File: config.mk
export PLATFORM = sky130hd
export DESIGN_NAME = first_fit_block_allocator
export DESIGN_NICKNAME = d
export VERILOG_FILES = /design/src/hdl/ffba_pkg.sv /design/src/hdl/first_fit_block_allocator.sv /design/src/hdl/ffba_dpath.sv /design/src/hdl/ffba_ctrl.sv
export SDC_FILE = /design/constraint.sdc
export NUM_CORES = 1
export LEC_CHECK = 0
export BUFFER_PORTS_ARGS = -buffer_cell sky130_fd_sc_hd__buf_4
export CAP_MARGIN = 20
export CORE_ASPECT_RATIO = 2
export CORE_MARGIN = 8
export CORE_UTILIZATION = 35
export CTS_BUF_LIST = sky130_fd_sc_hd__clkbuf_8
export DETAILED_ROUTE_END_ITERATION = 12
export GPL_TIMING_DRIVEN = 1
export PLACE_DENSITY = 0.5
export SLEW_MARGIN = 20
export SYNTH_ARGS = -nofsm -noshare
export SYNTH_HDL_FRONTEND = slang
export SYNTH_SLANG_ARGS = --single-unit
export TNS_END_PERCENT = 1
File: constraint.sdc
create_clock -name clk -period 15.7 [get_ports clk]
set_input_delay 0 -clock clk [delete_from_list [all_inputs] [get_ports clk]]
set_output_delay 0 -clock clk [all_outputs]
set_load 0.01 [all_outputs]
File: src/hdl/ffba_pkg.sv
`timescale 1ns / 1ps
// ----------------------------------------------------------------------------
// ffba_pkg: shared types and codes for the first-fit block allocator
// Map entry states, request kinds, datapath operations and the command and
// status bundles between the controller and the datapath.
// ----------------------------------------------------------------------------
package ffba_pkg;

	localparam int BLOCK_BYTES_DEF = 256;
	localparam int NUM_BLOCKS_DEF  = 256;

	localparam logic [1:0] ST_FREE = 2'd0;
	localparam logic [1:0] ST_HEAD = 2'd1;
	localparam logic [1:0] ST_CONT = 2'd2;

	localparam logic [1:0] REQ_ALLOC = 2'd0;
	localparam logic [1:0] REQ_FREE  = 2'd1;
	localparam logic [1:0] REQ_CLEAR = 2'd2;

	typedef enum logic [2:0] {
		OP_NONE,
		OP_START,
		OP_CLEAR,
		OP_SCAN_A,
		OP_MARK,
		OP_LOCATE,
		OP_SCAN_F
	} op_t;

	typedef enum logic [1:0] {
		RSP_FAIL,
		RSP_OK,
		RSP_ALLOC,
		RSP_FREE
	} rsp_t;

	typedef struct packed {
		logic load;
		op_t  op;
		logic rsp_en;
		rsp_t rsp;
	} cmd_t;

	typedef struct packed {
		logic [1:0] req_type;
		logic       bytes_zero;
		logic       last;
		logic       a_found;
		logic       a_fail;
		logic       mark_last;
		logic       loc_hit;
		logic       loc_miss;
		logic       f_bad;
		logic       f_done;
	} sts_t;

endpackage

File: src/hdl/first_fit_block_allocator.sv
`timescale 1ns / 1ps
// ----------------------------------------------------------------------------
// first_fit_block_allocator: first-fit contiguous block allocator
// Keeps a two-bit state per block in an on-chip map and serves allocate,
// free and clear requests one at a time.
// ----------------------------------------------------------------------------
//  channel   handshake           payload
//  request   start, busy         req_type, alloc_bytes, free_offset
//  result    done (1-cycle)      status, block_offset, freed_bytes
//
//  Each request is first dispatched. Allocate then scans the map and marks
//  the run it found; free locates the head block, releases its run and then
//  posts the result; clear sweeps the map; a zero-size allocate or an unknown
//  type is answered at dispatch. The map is walked one entry per cycle.
//  After reset busy stays high while the map is swept.
//  done rises as busy falls and lasts one cycle; results cannot be held off.
// ----------------------------------------------------------------------------
module first_fit_block_allocator #(
	parameter int BLOCK_BYTES = ffba_pkg::BLOCK_BYTES_DEF,
	parameter int NUM_BLOCKS  = ffba_pkg::NUM_BLOCKS_DEF
) (
	input  logic        clk,
	input  logic        arst_n,
	input  logic        start,
	output logic        busy,
	input  logic [1:0]  req_type,
	input  logic [16:0] alloc_bytes,
	input  logic [15:0] free_offset,
	output logic        done,
	output logic        status,
	output logic [15:0] block_offset,
	output logic [15:0] freed_bytes
);
	import ffba_pkg::*;

	cmd_t cmd;
	sts_t sts;
	logic accept;

	assign accept = start && !busy;

	ffba_ctrl u_ctrl (
		.clk    (clk),
		.arst_n (arst_n),
		.accept (accept),
		.sts    (sts),
		.cmd    (cmd),
		.busy   (busy)
	);

	ffba_dpath #(
		.BLOCK_BYTES (BLOCK_BYTES),
		.NUM_BLOCKS  (NUM_BLOCKS)
	) u_dpath (
		.clk          (clk),
		.arst_n       (arst_n),
		.req_type     (req_type),
		.alloc_bytes  (alloc_bytes),
		.free_offset  (free_offset),
		.cmd          (cmd),
		.sts          (sts),
		.done         (done),
		.status       (status),
		.block_offset (block_offset),
		.freed_bytes  (freed_bytes)
	);

endmodule

File: src/hdl/ffba_dpath.sv
`timescale 1ns / 1ps
// ----------------------------------------------------------------------------
// ffba_dpath: allocator datapath
// Block map memory, scan pointer, byte accumulator, request and result
// registers. Executes one operation per cycle as commanded.
// ----------------------------------------------------------------------------
module ffba_dpath #(
	parameter int BLOCK_BYTES = ffba_pkg::BLOCK_BYTES_DEF,
	parameter int NUM_BLOCKS  = ffba_pkg::NUM_BLOCKS_DEF
) (
	input  logic            clk,
	input  logic            arst_n,
	input  logic [1:0]      req_type,
	input  logic [16:0]     alloc_bytes,
	input  logic [15:0]     free_offset,
	input  ffba_pkg::cmd_t  cmd,
	output ffba_pkg::sts_t  sts,
	output logic            done,
	output logic            status,
	output logic [15:0]     block_offset,
	output logic [15:0]     freed_bytes
);
	import ffba_pkg::*;

	localparam int IDX_W  = $clog2(NUM_BLOCKS);
	localparam int PTR_W  = $clog2(NUM_BLOCKS + 1);
	localparam int SPAN_W = $clog2(NUM_BLOCKS * BLOCK_BYTES + 1);
	localparam int AW     = (SPAN_W > 18) ? SPAN_W : 18;
	localparam logic [AW-1:0]    BB       = AW'(BLOCK_BYTES);
	localparam logic [AW-1:0]    SAT      = AW'(16'hFFFF);
	localparam logic [PTR_W-1:0] PTR_END  = PTR_W'(NUM_BLOCKS);
	localparam logic [IDX_W-1:0] IDX_LAST = IDX_W'(NUM_BLOCKS - 1);

	logic [1:0]       mem [NUM_BLOCKS];
	logic [1:0]       req_type_q;
	logic [16:0]      bytes_q;
	logic [15:0]      off_q;
	logic [PTR_W-1:0] ptr_q;
	logic [AW-1:0]    acc_q;
	logic [IDX_W-1:0] start_q;
	logic [IDX_W-1:0] end_q;
	logic [1:0]       rd_s1;
	logic             v_s1;
	logic [IDX_W-1:0] eidx_s1;
	logic             done_q;
	logic             status_q;
	logic [15:0]      offset_q;
	logic [15:0]      freed_q;

	logic [IDX_W-1:0] ptr_idx;
	logic             ptr_in;
	logic [AW-1:0]    acc_inc;
	logic [AW-1:0]    bytes_ext;
	logic [AW-1:0]    off_ext;
	logic [AW-1:0]    prod;
	logic             rd_en;
	logic             we;
	logic [IDX_W-1:0] waddr;
	logic [1:0]       wdata;
	logic             a_free;
	logic [IDX_W-1:0] first_idx;
	logic             head_pos;
	logic             f_ok;

	assign ptr_idx   = ptr_q[IDX_W-1:0];
	assign ptr_in    = ptr_q < PTR_END;
	assign acc_inc   = acc_q + BB;
	assign bytes_ext = AW'(bytes_q);
	assign off_ext   = AW'(off_q);
	assign prod      = AW'(start_q) * BB;
	assign a_free    = rd_s1 == ST_FREE;
	assign first_idx = (acc_q == '0) ? eidx_s1 : start_q;
	assign head_pos  = eidx_s1 == start_q;
	assign f_ok      = head_pos ? (rd_s1 == ST_HEAD) : (rd_s1 == ST_CONT);
	assign rd_en     = ((cmd.op == OP_SCAN_A) || (cmd.op == OP_SCAN_F)) && ptr_in;

	always_comb begin
		we    = 1'b0;
		waddr = ptr_idx;
		wdata = ST_FREE;
		unique case (cmd.op)
			OP_CLEAR: begin
				we    = 1'b1;
				wdata = (ptr_q == '0) ? ST_HEAD : ST_FREE;
			end
			OP_MARK: begin
				we    = 1'b1;
				wdata = (ptr_idx == start_q) ? ST_HEAD : ST_CONT;
			end
			OP_SCAN_F: begin
				we    = v_s1 && f_ok;
				waddr = eidx_s1;
			end
			default: begin
				we = 1'b0;
			end
		endcase
	end

	always_comb begin
		sts            = '0;
		sts.req_type   = req_type_q;
		sts.bytes_zero = bytes_q == '0;
		sts.last       = ptr_q == PTR_W'(NUM_BLOCKS - 1);
		sts.a_found    = v_s1 && a_free && (acc_inc >= bytes_ext);
		sts.a_fail     = v_s1 && (eidx_s1 == IDX_LAST);
		sts.mark_last  = ptr_idx == end_q;
		sts.loc_hit    = ptr_in && (acc_q == off_ext) && (ptr_q != '0);
		sts.loc_miss   = !ptr_in || (acc_q > off_ext) || ((acc_q == off_ext) && (ptr_q == '0));
		sts.f_bad      = v_s1 && head_pos && !f_ok;
		sts.f_done     = v_s1 && ((!head_pos && !f_ok) || (f_ok && (eidx_s1 == IDX_LAST)));
	end

	always_ff @(posedge clk) begin
		if (we) begin
			mem[waddr] <= wdata;
		end
		if (rd_en) begin
			rd_s1 <= mem[ptr_idx];
		end
	end

	always_ff @(posedge clk) begin
		eidx_s1 <= ptr_idx;
		if (cmd.load) begin
			req_type_q <= req_type;
			bytes_q    <= alloc_bytes;
			off_q      <= free_offset;
		end
		if (cmd.op == OP_SCAN_A && v_s1) begin
			if (a_free && acc_q == '0) begin
				start_q <= eidx_s1;
			end
			if (sts.a_found) begin
				end_q <= eidx_s1;
			end
		end
		if (cmd.op == OP_LOCATE && sts.loc_hit) begin
			start_q <= ptr_idx;
		end
		if (cmd.rsp_en) begin
			status_q <= 1'b0;
			offset_q <= '0;
			freed_q  <= '0;
			case (cmd.rsp)
				RSP_FAIL:  status_q <= 1'b1;
				RSP_ALLOC: offset_q <= prod[15:0];
				RSP_FREE:  freed_q  <= (acc_q > SAT) ? 16'hFFFF : acc_q[15:0];
				default:   status_q <= 1'b0;
			endcase
		end
	end

	always_ff @(posedge clk or negedge arst_n) begin
		if (!arst_n) begin
			ptr_q  <= '0;
			acc_q  <= '0;
			v_s1   <= 1'b0;
			done_q <= 1'b0;
		end else begin
			v_s1   <= rd_en;
			done_q <= cmd.rsp_en;
			unique case (cmd.op)
				OP_START: begin
					ptr_q <= '0;
					acc_q <= '0;
				end
				OP_CLEAR, OP_MARK: begin
					ptr_q <= ptr_q + 1'b1;
				end
				OP_SCAN_A: begin
					if (ptr_in) begin
						ptr_q <= ptr_q + 1'b1;
					end
					if (v_s1) begin
						acc_q <= a_free ? acc_inc : '0;
						if (sts.a_found) begin
							ptr_q <= PTR_W'(first_idx);
						end
					end
				end
				OP_LOCATE: begin
					if (sts.loc_hit) begin
						acc_q <= '0;
					end else begin
						acc_q <= acc_inc;
						ptr_q <= ptr_q + 1'b1;
					end
				end
				OP_SCAN_F: begin
					if (ptr_in) begin
						ptr_q <= ptr_q + 1'b1;
					end
					if (v_s1 && f_ok) begin
						acc_q <= acc_inc;
					end
				end
				default: begin
					ptr_q <= ptr_q;
				end
			endcase
		end
	end

	assign done         = done_q;
	assign status       = status_q;
	assign block_offset = offset_q;
	assign freed_bytes  = freed_q;

`ifndef SYNTHESIS
	a_rw_apart: assert property (@(posedge clk) disable iff (!arst_n)
		(we && rd_en) |-> (waddr != ptr_idx))
		else $error("map read and write hit the same entry");
	a_mark_in_run: assert property (@(posedge clk) disable iff (!arst_n)
		(cmd.op == OP_MARK) |-> (ptr_q <= PTR_W'(end_q)))
		else $error("marking ran past the end of the run");
	a_fail_zero: assert property (@(posedge clk) disable iff (!arst_n)
		(done_q && status_q) |-> (offset_q == '0 && freed_q == '0))
		else $error("failed request returned nonzero fields");
	a_one_field: assert property (@(posedge clk) disable iff (!arst_n)
		done_q |-> !(offset_q != '0 && freed_q != '0))
		else $error("offset and freed bytes both set");
	a_done_pulse: assert property (@(posedge clk) disable iff (!arst_n)
		cmd.rsp_en |=> (done_q && $past(cmd.op) != OP_SCAN_A || $past(cmd.rsp) != RSP_ALLOC))
		else $error("alloc result issued mid-scan");
`endif

endmodule

File: src/hdl/ffba_ctrl.sv
`timescale 1ns / 1ps
// ----------------------------------------------------------------------------
// ffba_ctrl: allocator controller
// Sequences the reset sweep, dispatch, scan, mark and release phases and
// tells the datapath when to post a result.
// ----------------------------------------------------------------------------
module ffba_ctrl (
	input  logic            clk,
	input  logic            arst_n,
	input  logic            accept,
	input  ffba_pkg::sts_t  sts,
	output ffba_pkg::cmd_t  cmd,
	output logic            busy
);
	import ffba_pkg::*;

	localparam logic [3:0] S_INIT  = 4'd0;
	localparam logic [3:0] S_IDLE  = 4'd1;
	localparam logic [3:0] S_DISP  = 4'd2;
	localparam logic [3:0] S_CLR   = 4'd3;
	localparam logic [3:0] S_ASCAN = 4'd4;
	localparam logic [3:0] S_AMARK = 4'd5;
	localparam logic [3:0] S_FLOC  = 4'd6;
	localparam logic [3:0] S_FSCAN = 4'd7;
	localparam logic [3:0] S_FRESP = 4'd8;

	logic [3:0] state_q;
	logic [3:0] state_d;

	always_comb begin
		state_d    = state_q;
		cmd        = '0;
		cmd.op     = OP_NONE;
		cmd.rsp    = RSP_FAIL;
		unique case (state_q)
			S_INIT: begin
				cmd.op = OP_CLEAR;
				if (sts.last) begin
					state_d = S_IDLE;
				end
			end
			S_IDLE: begin
				if (accept) begin
					cmd.load = 1'b1;
					state_d  = S_DISP;
				end
			end
			S_DISP: begin
				unique case (sts.req_type)
					REQ_ALLOC: begin
						if (sts.bytes_zero) begin
							cmd.rsp_en = 1'b1;
							state_d    = S_IDLE;
						end else begin
							cmd.op  = OP_START;
							state_d = S_ASCAN;
						end
					end
					REQ_FREE: begin
						cmd.op  = OP_START;
						state_d = S_FLOC;
					end
					REQ_CLEAR: begin
						cmd.op  = OP_START;
						state_d = S_CLR;
					end
					default: begin
						cmd.rsp_en = 1'b1;
						state_d    = S_IDLE;
					end
				endcase
			end
			S_CLR: begin
				cmd.op = OP_CLEAR;
				if (sts.last) begin
					cmd.rsp_en = 1'b1;
					cmd.rsp    = RSP_OK;
					state_d    = S_IDLE;
				end
			end
			S_ASCAN: begin
				cmd.op = OP_SCAN_A;
				if (sts.a_found) begin
					state_d = S_AMARK;
				end else if (sts.a_fail) begin
					cmd.rsp_en = 1'b1;
					state_d    = S_IDLE;
				end
			end
			S_AMARK: begin
				cmd.op = OP_MARK;
				if (sts.mark_last) begin
					cmd.rsp_en = 1'b1;
					cmd.rsp    = RSP_ALLOC;
					state_d    = S_IDLE;
				end
			end
			S_FLOC: begin
				cmd.op = OP_LOCATE;
				if (sts.loc_hit) begin
					state_d = S_FSCAN;
				end else if (sts.loc_miss) begin
					cmd.rsp_en = 1'b1;
					state_d    = S_IDLE;
				end
			end
			S_FSCAN: begin
				cmd.op = OP_SCAN_F;
				if (sts.f_bad) begin
					cmd.rsp_en = 1'b1;
					state_d    = S_IDLE;
				end else if (sts.f_done) begin
					state_d = S_FRESP;
				end
			end
			S_FRESP: begin
				cmd.rsp_en = 1'b1;
				cmd.rsp    = RSP_FREE;
				state_d    = S_IDLE;
			end
			default: begin
				state_d = S_IDLE;
			end
		endcase
	end

	always_ff @(posedge clk or negedge arst_n) begin
		if (!arst_n) begin
			state_q <= S_INIT;
		end else begin
			state_q <= state_d;
		end
	end

	assign busy = state_q != S_IDLE;

`ifndef SYNTHESIS
	a_rsp_idle: assert property (@(posedge clk) disable iff (!arst_n)
		cmd.rsp_en |=> (state_q == S_IDLE))
		else $error("result posted without returning to idle");
	a_load_idle: assert property (@(posedge clk) disable iff (!arst_n)
		cmd.load |=> (busy && state_q == S_DISP))
		else $error("request loaded outside idle");
	a_found_marks: assert property (@(posedge clk) disable iff (!arst_n)
		(state_q == S_ASCAN && sts.a_found) |=> (cmd.op == OP_MARK))
		else $error("found run not marked");
`endif

endmodule

==> flow_metrics.env, run 1 <==
export IMPL_outcome="complete, no violations"
export IMPL_dominant_cell_type_by_area_after_synthesis="edfxtp_1"
export IMPL_timing_hold_worst_path_depth=2
export IMPL_max_clock_freq_mhz=194
export IMPL_final_min_period_ns=5.14
export IMPL_clockRootBuffer="clkbuf_8"
export IMPL_worst_ep_arrival_time_ns=5.58
export IMPL_filler_cell_count=7060
export IMPL_net_switching_power_w=0.00172
export IMPL_place_congestion=0.912
export IMPL_synthDominantCellAreaShare_pct=64.5
export IMPL_worstSkewPairLatency_ns=0.72
export IMPL_io_pins=73
export IMPL_ant_nets=0
export IMPL_chip_height_um=410
export IMPL_globalRouteTotalUtil_pct=19.2
export IMPL_post_drt_wl_per_cell_um=28.0
export IMPL_first_global_vias=17700
export IMPL_dr_drc_count=0
export IMPL_timing_critical_path_cells="buf_4 > buf_4 > buf_4 > mux4_2 > mux4_2 > a22oi_1 > and4_1 > a311oi_1"
export IMPL_synthesis_yosys_warnings=0
export IMPL_mean_instance_size_in_the_synthesized_netlist_sq_um=15.2
export IMPL_vdd_ir_drop_worst_mv=0.293
export IMPL_cts_tree="built"
export IMPL_initial_antenna_violation_count=1
export IMPL_std_cell_rows=144
export IMPL_reg2reg_depth=8
export IMPL_total_area_of_multi_input_combinational_cells_sq_um=8020
export IMPL_core_area_sq_um=76900
export IMPL_ys_seq_elements=616
export IMPL_fin_worst_skew_ns=0.0397
export IMPL_layout_area_seq_sq_um=18300
export IMPL_layout_common_cells="edfxtp_1 (583), nor3_1 (226), mux4_2 (122)"
export IMPL_total_standard_cell_area_after_synthesis_sq_um=27200
export IMPL_first_pass_grt_wire_length_mm=121
export IMPL_syn_instance_count=1786
export IMPL_hold_class="input port to flip-flop"
export IMPL_clock_power_share_pct=25.0
export IMPL_power_sequential_fraction_pct=44.4
export IMPL_power_switching_share_pct=35.6
export IMPL_cp_max_stage_cell="dfrtp_4"
export IMPL_postLayoutCellArea_sq_um=30900
export IMPL_setup_total_negative_slack_ns=0
export IMPL_numPortBuffers=64
export IMPL_layout_commonest_cell="edfxtp_1"
export IMPL_pwr_share_comb_pct=30.6
export IMPL_synth_sequential_area_ratio_pct=67.4
export IMPL_final_nets=1965
export IMPL_place_area_sq_um=28500
export IMPL_synth_cell_type_count=76
export IMPL_total_via_count_after_detailed_routing=16600
export IMPL_internal_power_w=0.00311
export IMPL_crit_path_max_incr_delay_ns=0.96
export IMPL_dr_first_iter_drc_count=1223
export IMPL_clock_tree_htree_level_count=3
export IMPL_maximum_root_to_sink_buffer_count=3
export IMPL_tightestPinTransition_ns=1.13
export IMPL_final_cell_count_no_fill=2996
export IMPL_asyncSetResetFlopFracSynth_pct=4.06
export IMPL_post_synth_main_area_contributors="edfxtp_1 (64%), mux4_2 (10%), nor3_1 (4.2%)"
export IMPL_p_leak_nw=10.1
export IMPL_worst_setup_path_start_kind="flip-flop"
export IMPL_clkSlewWorstSetupHoldPaths_ns=0.08
export IMPL_post_cts_setup_buffer_count=0
export IMPL_holdBufCountCts=66
export IMPL_cp_required_ns=16.14
export IMPL_crit_path_max_fanout=42
export IMPL_rsz0062_at_grt="false"
export IMPL_final_max_slew_violation_count=0
export IMPL_place_detailed_instances=2769
export IMPL_routed_via_density=5.54
export IMPL_timing_final_setup_violations=0
export IMPL_worst_hold_slack_ns=0.0538
export IMPL_maxCapViolCount=0
export IMPL_horiz_die_dim_um=213
export IMPL_cts_buffers=85
export IMPL_final_hold_viols=0
export IMPL_die_area_sq_um=87300
export IMPL_timing_slew_headroom_pct=24.4
export IMPL_drive_above_1_share_pct=19.1
export IMPL_cpMostUsedCell="buf_4"
export IMPL_ys_dominant_reg_cell="edfxtp_1"
export IMPL_detail_route_wirelength_mm=83.8
export IMPL_setup_worst_path_class="flip-flop to flip-flop"
export IMPL_drt_first_pass_iters=5
export IMPL_power_per_cell_area_nw_per_um2=157
export IMPL_postCtsResizedCells=0
export IMPL_syn_to_final_growth_pct=13.7
export IMPL_critPathCaptureType="flip-flop"
export IMPL_dp_hpwl_mm=52.1
export IMPL_grt_start_max_net_pins=257
export IMPL_grt_ovfl_total=0
export IMPL_timing_critical_path_buf_inv=3
export IMPL_timing_critical_path_max_delay_family="buffers and inverters"
export IMPL_floorplan_initialDensity_pct=35.3
export IMPL_period_share_pct=32.8
export IMPL_clock_sinks=616
export IMPL_path_depth=8
export IMPL_synth_edf_count=583
==> per-layer routing <==
layer | routed length [um] | global-route usage (%)
met5 | 0 | 0
met4 | 5470 | 11.6
met3 | 3550 | 3.12
met2 | 46300 | 36.1
met1 | 28400 | 19.3
==> cells by family after synthesis <==
group,share of synthesized area (%)
simple gates,9.52
xor+xnor,1.03
buf+inv,3.41
fa+ha+maj,1.15
compound gates,5.33
flops,67.4
other cells,0.0138
mux,12.2
==> layout make-up <==
class                      instances  share of cell area (%)
tap                             1022                    4.14
timing repair buffer             168                    4.84
sequential                       616                    59.3
inverter                          45                   0.547
clock inverter                    70                    1.30
antenna                            1                 0.00810
multi-input combinational        986                    26.0
clock buffer                      88                    3.92
==> cells in the mapped netlist (10+ instances only) <==
cell and n:
edfxtp_1 583, nor3_1 227, mux4_2 122, nand2_1 106, nor2_1 99, clkbuf_1 66, mux2i_1 48, inv_1 44
buf_2 40, o21ai_0 38, a21oi_1 33, nand3_1 27, dfrtp_1 25, ha_1 25, buf_4 22, o31ai_1 20
xor2_1 20, o22ai_1 19, o221ai_1 15, xnor2_1 12, a21o_1 11, a22oi_1 11, and2_1 10, buf_6 10
==> power groups by stage <==
stage               logic, W  registers, W  clock network [W]
floorplan            0.00101       0.00219                  0
global placement     0.00144       0.00218                  0
detailed placement   0.00147       0.00219                  0
CTS                  0.00148       0.00215            0.00124
global route         0.00158       0.00215            0.00130
finish               0.00148       0.00215            0.00121
==> worst register-to-register path, stage by stage (launching register included) <==
cell,delay (ns)
dfrtp_4,0.96
buf_4,0.74
buf_4,0.80
buf_4,0.76
mux4_2,0.66
mux4_2,0.49
a22oi_1,0.19
and4_1,0.21
a311oi_1,0.05
==> per-stage QoR <==
step | worst slack, ns | util (%) | power [W]
after floorplan | 2.55 | - | 0.00320
after detailed placement | 10.47 | 37.1 | 0.00366
after global placement | 10.52 | 37.1 | 0.00363
after CTS | 10.43 | 40.1 | 0.00488
after global routing | 10.23 | 40.1 | 0.00503
final | 10.56 | 40.1 | 0.00483
==> final timing paths <==
kind,from,end,slack (ns)
hold reg to reg,u_dpath.eidx_s1[0]$_DFF_P_,u_dpath.end_q[0]$_DFFE_PP_,0.64
hold / removal,alloc_bytes[3],u_dpath.bytes_q[3]$_DFFE_PP_,0.05
setup reg to reg,u_dpath.ptr_q[0]$_DFFE_PN0P_,u_dpath.rd_s1[1]$_DFFE_PP_,10.56
max in group asynchronous,arst_n,u_dpath.ptr_q[1]$_DFFE_PN0P_,15.18
min in group asynchronous,arst_n,u_dpath.ptr_q[2]$_DFFE_PN0P_,0.31
setup / recovery,u_dpath.ptr_q[0]$_DFFE_PN0P_,u_dpath.rd_s1[1]$_DFFE_PP_,10.56
==> flip-flops by register name, summed over array words and instances, names as in the netlist, 2 cells and up <==
signal / count
u_dpath.mem: 512
u_dpath.bytes_q: 17
u_dpath.off_q: 16
u_dpath.acc_q: 10
u_dpath.freed_bytes: 9
u_dpath.ptr_q: 9
u_dpath.block_offset: 8
u_dpath.eidx_s1: 8
u_dpath.end_q: 8
u_dpath.start_q: 8
u_ctrl.state_q: 4
u_dpath.rd_s1: 2
u_dpath.req_type_q: 2
Note: power is estimated with default switching activity, not from simulation.
==> run 2, diff against run 1 <==
- clock period: 15.7 -> 4.9 ns (I/O delays scaled with it)
==> run 2 against run 1 <==
  * Worst setup slack got worse by 9.9 ns
  * Via count is 0.99% higher
  * First-iteration DRC count down 5.6%
==> flow_metrics.env, run 2 (same netlist as run 1, synthesis figures left out) <==
export IMPL_outcome="complete, no violations"
export IMPL_maxCapViolCount=0
export IMPL_layout_area_seq_sq_um=18300
export IMPL_io_pins=73
export IMPL_cts_tree="built"
export IMPL_dr_first_iter_drc_count=1155
export IMPL_setup_total_negative_slack_ns=0
export IMPL_worst_hold_slack_ns=0.0607
export IMPL_worst_setup_path_start_kind="flip-flop"
export IMPL_worst_ep_arrival_time_ns=4.57
export IMPL_holdBufCountCts=67
export IMPL_drt_first_pass_iters=5
export IMPL_cp_required_ns=5.26
export IMPL_detailedPlace_worstSlack_ns=0.821
export IMPL_std_cell_rows=144
export IMPL_cts_buffers=84
export IMPL_chip_height_um=410
export IMPL_clock_tree_htree_level_count=3
export IMPL_final_core_util_pct=40.4
export IMPL_tightestPinTransition_ns=1.12
export IMPL_initial_antenna_violation_count=1
export IMPL_first_pass_grt_wire_length_mm=123
export IMPL_timing_critical_path_max_delay_family="simple AND/OR/NAND/NOR gates"
export IMPL_post_route_worst_setup_slack_ns=0.684
export IMPL_p_leak_nw=10.2
export IMPL_max_clock_freq_mhz=237
export IMPL_ant_nets=0
export IMPL_dr_drc_count=0
export IMPL_largest_register_ff_count=512
export IMPL_hold_class="input port to flip-flop"
export IMPL_critPathCaptureType="flip-flop"
export IMPL_place_congestion=0.880
export IMPL_final_nets=1998
export IMPL_largestRegisters="u_dpath.mem: 512 flops, u_dpath.bytes_q: 17 flops, u_dpath.off_q: 16 flops"
export IMPL_final_min_period_ns=4.22
export IMPL_setup_worst_path_class="flip-flop to flip-flop"
export IMPL_worstSkewPairLatency_ns=0.70
export IMPL_crit_path_max_fanout=16
export IMPL_syn_to_final_growth_pct=14.3
export IMPL_clkSlewWorstSetupHoldPaths_ns=0.07
export IMPL_die_area_sq_um=87300
export IMPL_period_share_pct=86.0
export IMPL_grt_ovfl_total=0
export IMPL_clock_sinks=616
export IMPL_rsz0062_at_grt="false"
export IMPL_vdd_ir_drop_worst_mv=0.429
export IMPL_final_max_slew_violation_count=0
export IMPL_detail_route_wirelength_mm=85.4
export IMPL_timing_final_setup_violations=0
export IMPL_power_per_cell_area_nw_per_um2=500
export IMPL_fin_worst_skew_ns=0.0232
export IMPL_total_via_count_after_detailed_routing=16800
export IMPL_r2r_setup_slack_ns=0.68
export IMPL_timing_critical_path_cells="inv_1 > nor2_1 > nand3_1 > o31ai_1 > nand2_1 > nor3_1"
export IMPL_maximum_root_to_sink_buffer_count=3
export IMPL_final_hold_viols=0
export IMPL_timing_critical_path_buf_inv=1
export IMPL_layout_commonest_cell="edfxtp_1"
export IMPL_routed_via_density=5.56
export IMPL_core_area_sq_um=76900
export IMPL_crit_path_max_incr_delay_ns=1.04
export IMPL_grt_start_max_net_pins=158
export IMPL_postCtsResizedCells=0
export IMPL_cp_max_stage_cell="o31ai_1"
export IMPL_clockRootBuffer="clkbuf_8"
export IMPL_horiz_die_dim_um=213
export IMPL_layout_common_cells="edfxtp_1 (583), nor3_1 (226), buf_4 (126)"
export IMPL_dp_hpwl_mm=56.3
export IMPL_filler_cell_count=7111
export IMPL_drive_above_1_share_pct=19.9
export IMPL_globalRouteTotalUtil_pct=19.6
export IMPL_total_area_of_multi_input_combinational_cells_sq_um=8010
export IMPL_registers_top_by_ff_count="u_dpath.mem"
export IMPL_floorplan_initialDensity_pct=35.3
export IMPL_numPortBuffers=64
export IMPL_post_cts_setup_buffer_count=0
export IMPL_timing_slew_headroom_pct=24.8
export IMPL_first_global_vias=18200
export IMPL_post_drt_wl_per_cell_um=28.3
run 2: through the flow:
step                total power (W)  cell area [sq um]  cells
floorplan                    0.0101              27200   1793
global placement             0.0120              28900   2804
detailed placement           0.0120              28900   2804
CTS                          0.0157              31000   3016
global route                 0.0162              31000   3017
finish                       0.0155              31000   3017
run 2: area by class of cell:
| cell class | count | area share, % |
|---|---|---|
| Inverter | 45 | 0.544 |
| Sequential cell | 616 | 58.9 |
| Clock buffer | 87 | 3.86 |
| Multi-Input combinational cell | 986 | 25.8 |
| Timing Repair Buffer | 202 | 5.82 |
| Tap cell | 1022 | 4.12 |
| Antenna cell | 1 | 0.00806 |
| Clock inverter | 58 | 0.931 |
run 2: worst paths after layout:
| kind | from | to | cells past startpoint |
|---|---|---|---|
| worst max register to register | u_ctrl.state_q[2]$_DFFE_PN0P_ | u_dpath.mem[29][0]$_DFFE_PP_ | 6 |
| worst max-delay path | u_ctrl.state_q[2]$_DFFE_PN0P_ | u_dpath.mem[29][0]$_DFFE_PP_ | 6 |
| max in group asynchronous | arst_n | u_dpath.ptr_q[3]$_DFFE_PN0P_ | 4 |
| worst min register to register | u_dpath.ptr_q[6]$_DFFE_PN0P_ | u_dpath.eidx_s1[6]$_DFF_P_ | 1 |
| min in group asynchronous | arst_n | u_dpath.acc_q[11]$_DFFE_PN0P_ | 4 |
| worst min-delay path | alloc_bytes[2] | u_dpath.bytes_q[2]$_DFFE_PP_ | 2 |
run 2: report_power, final:
part           internal, W  switching [W]
sequential         0.00659       0.000202
clock              0.00170        0.00194
combinational      0.00163        0.00347
run 2: per-layer routing:
metal | up-vias | track usage (%) | wire length, um
met5 | - | 0 | 0
met4 | 0 | 11.5 | 5410
li1 | 7322 | - | -
met2 | 616 | 38.2 | 48900
met1 | 8602 | 18.7 | 27200
met3 | 236 | 2.88 | 3920
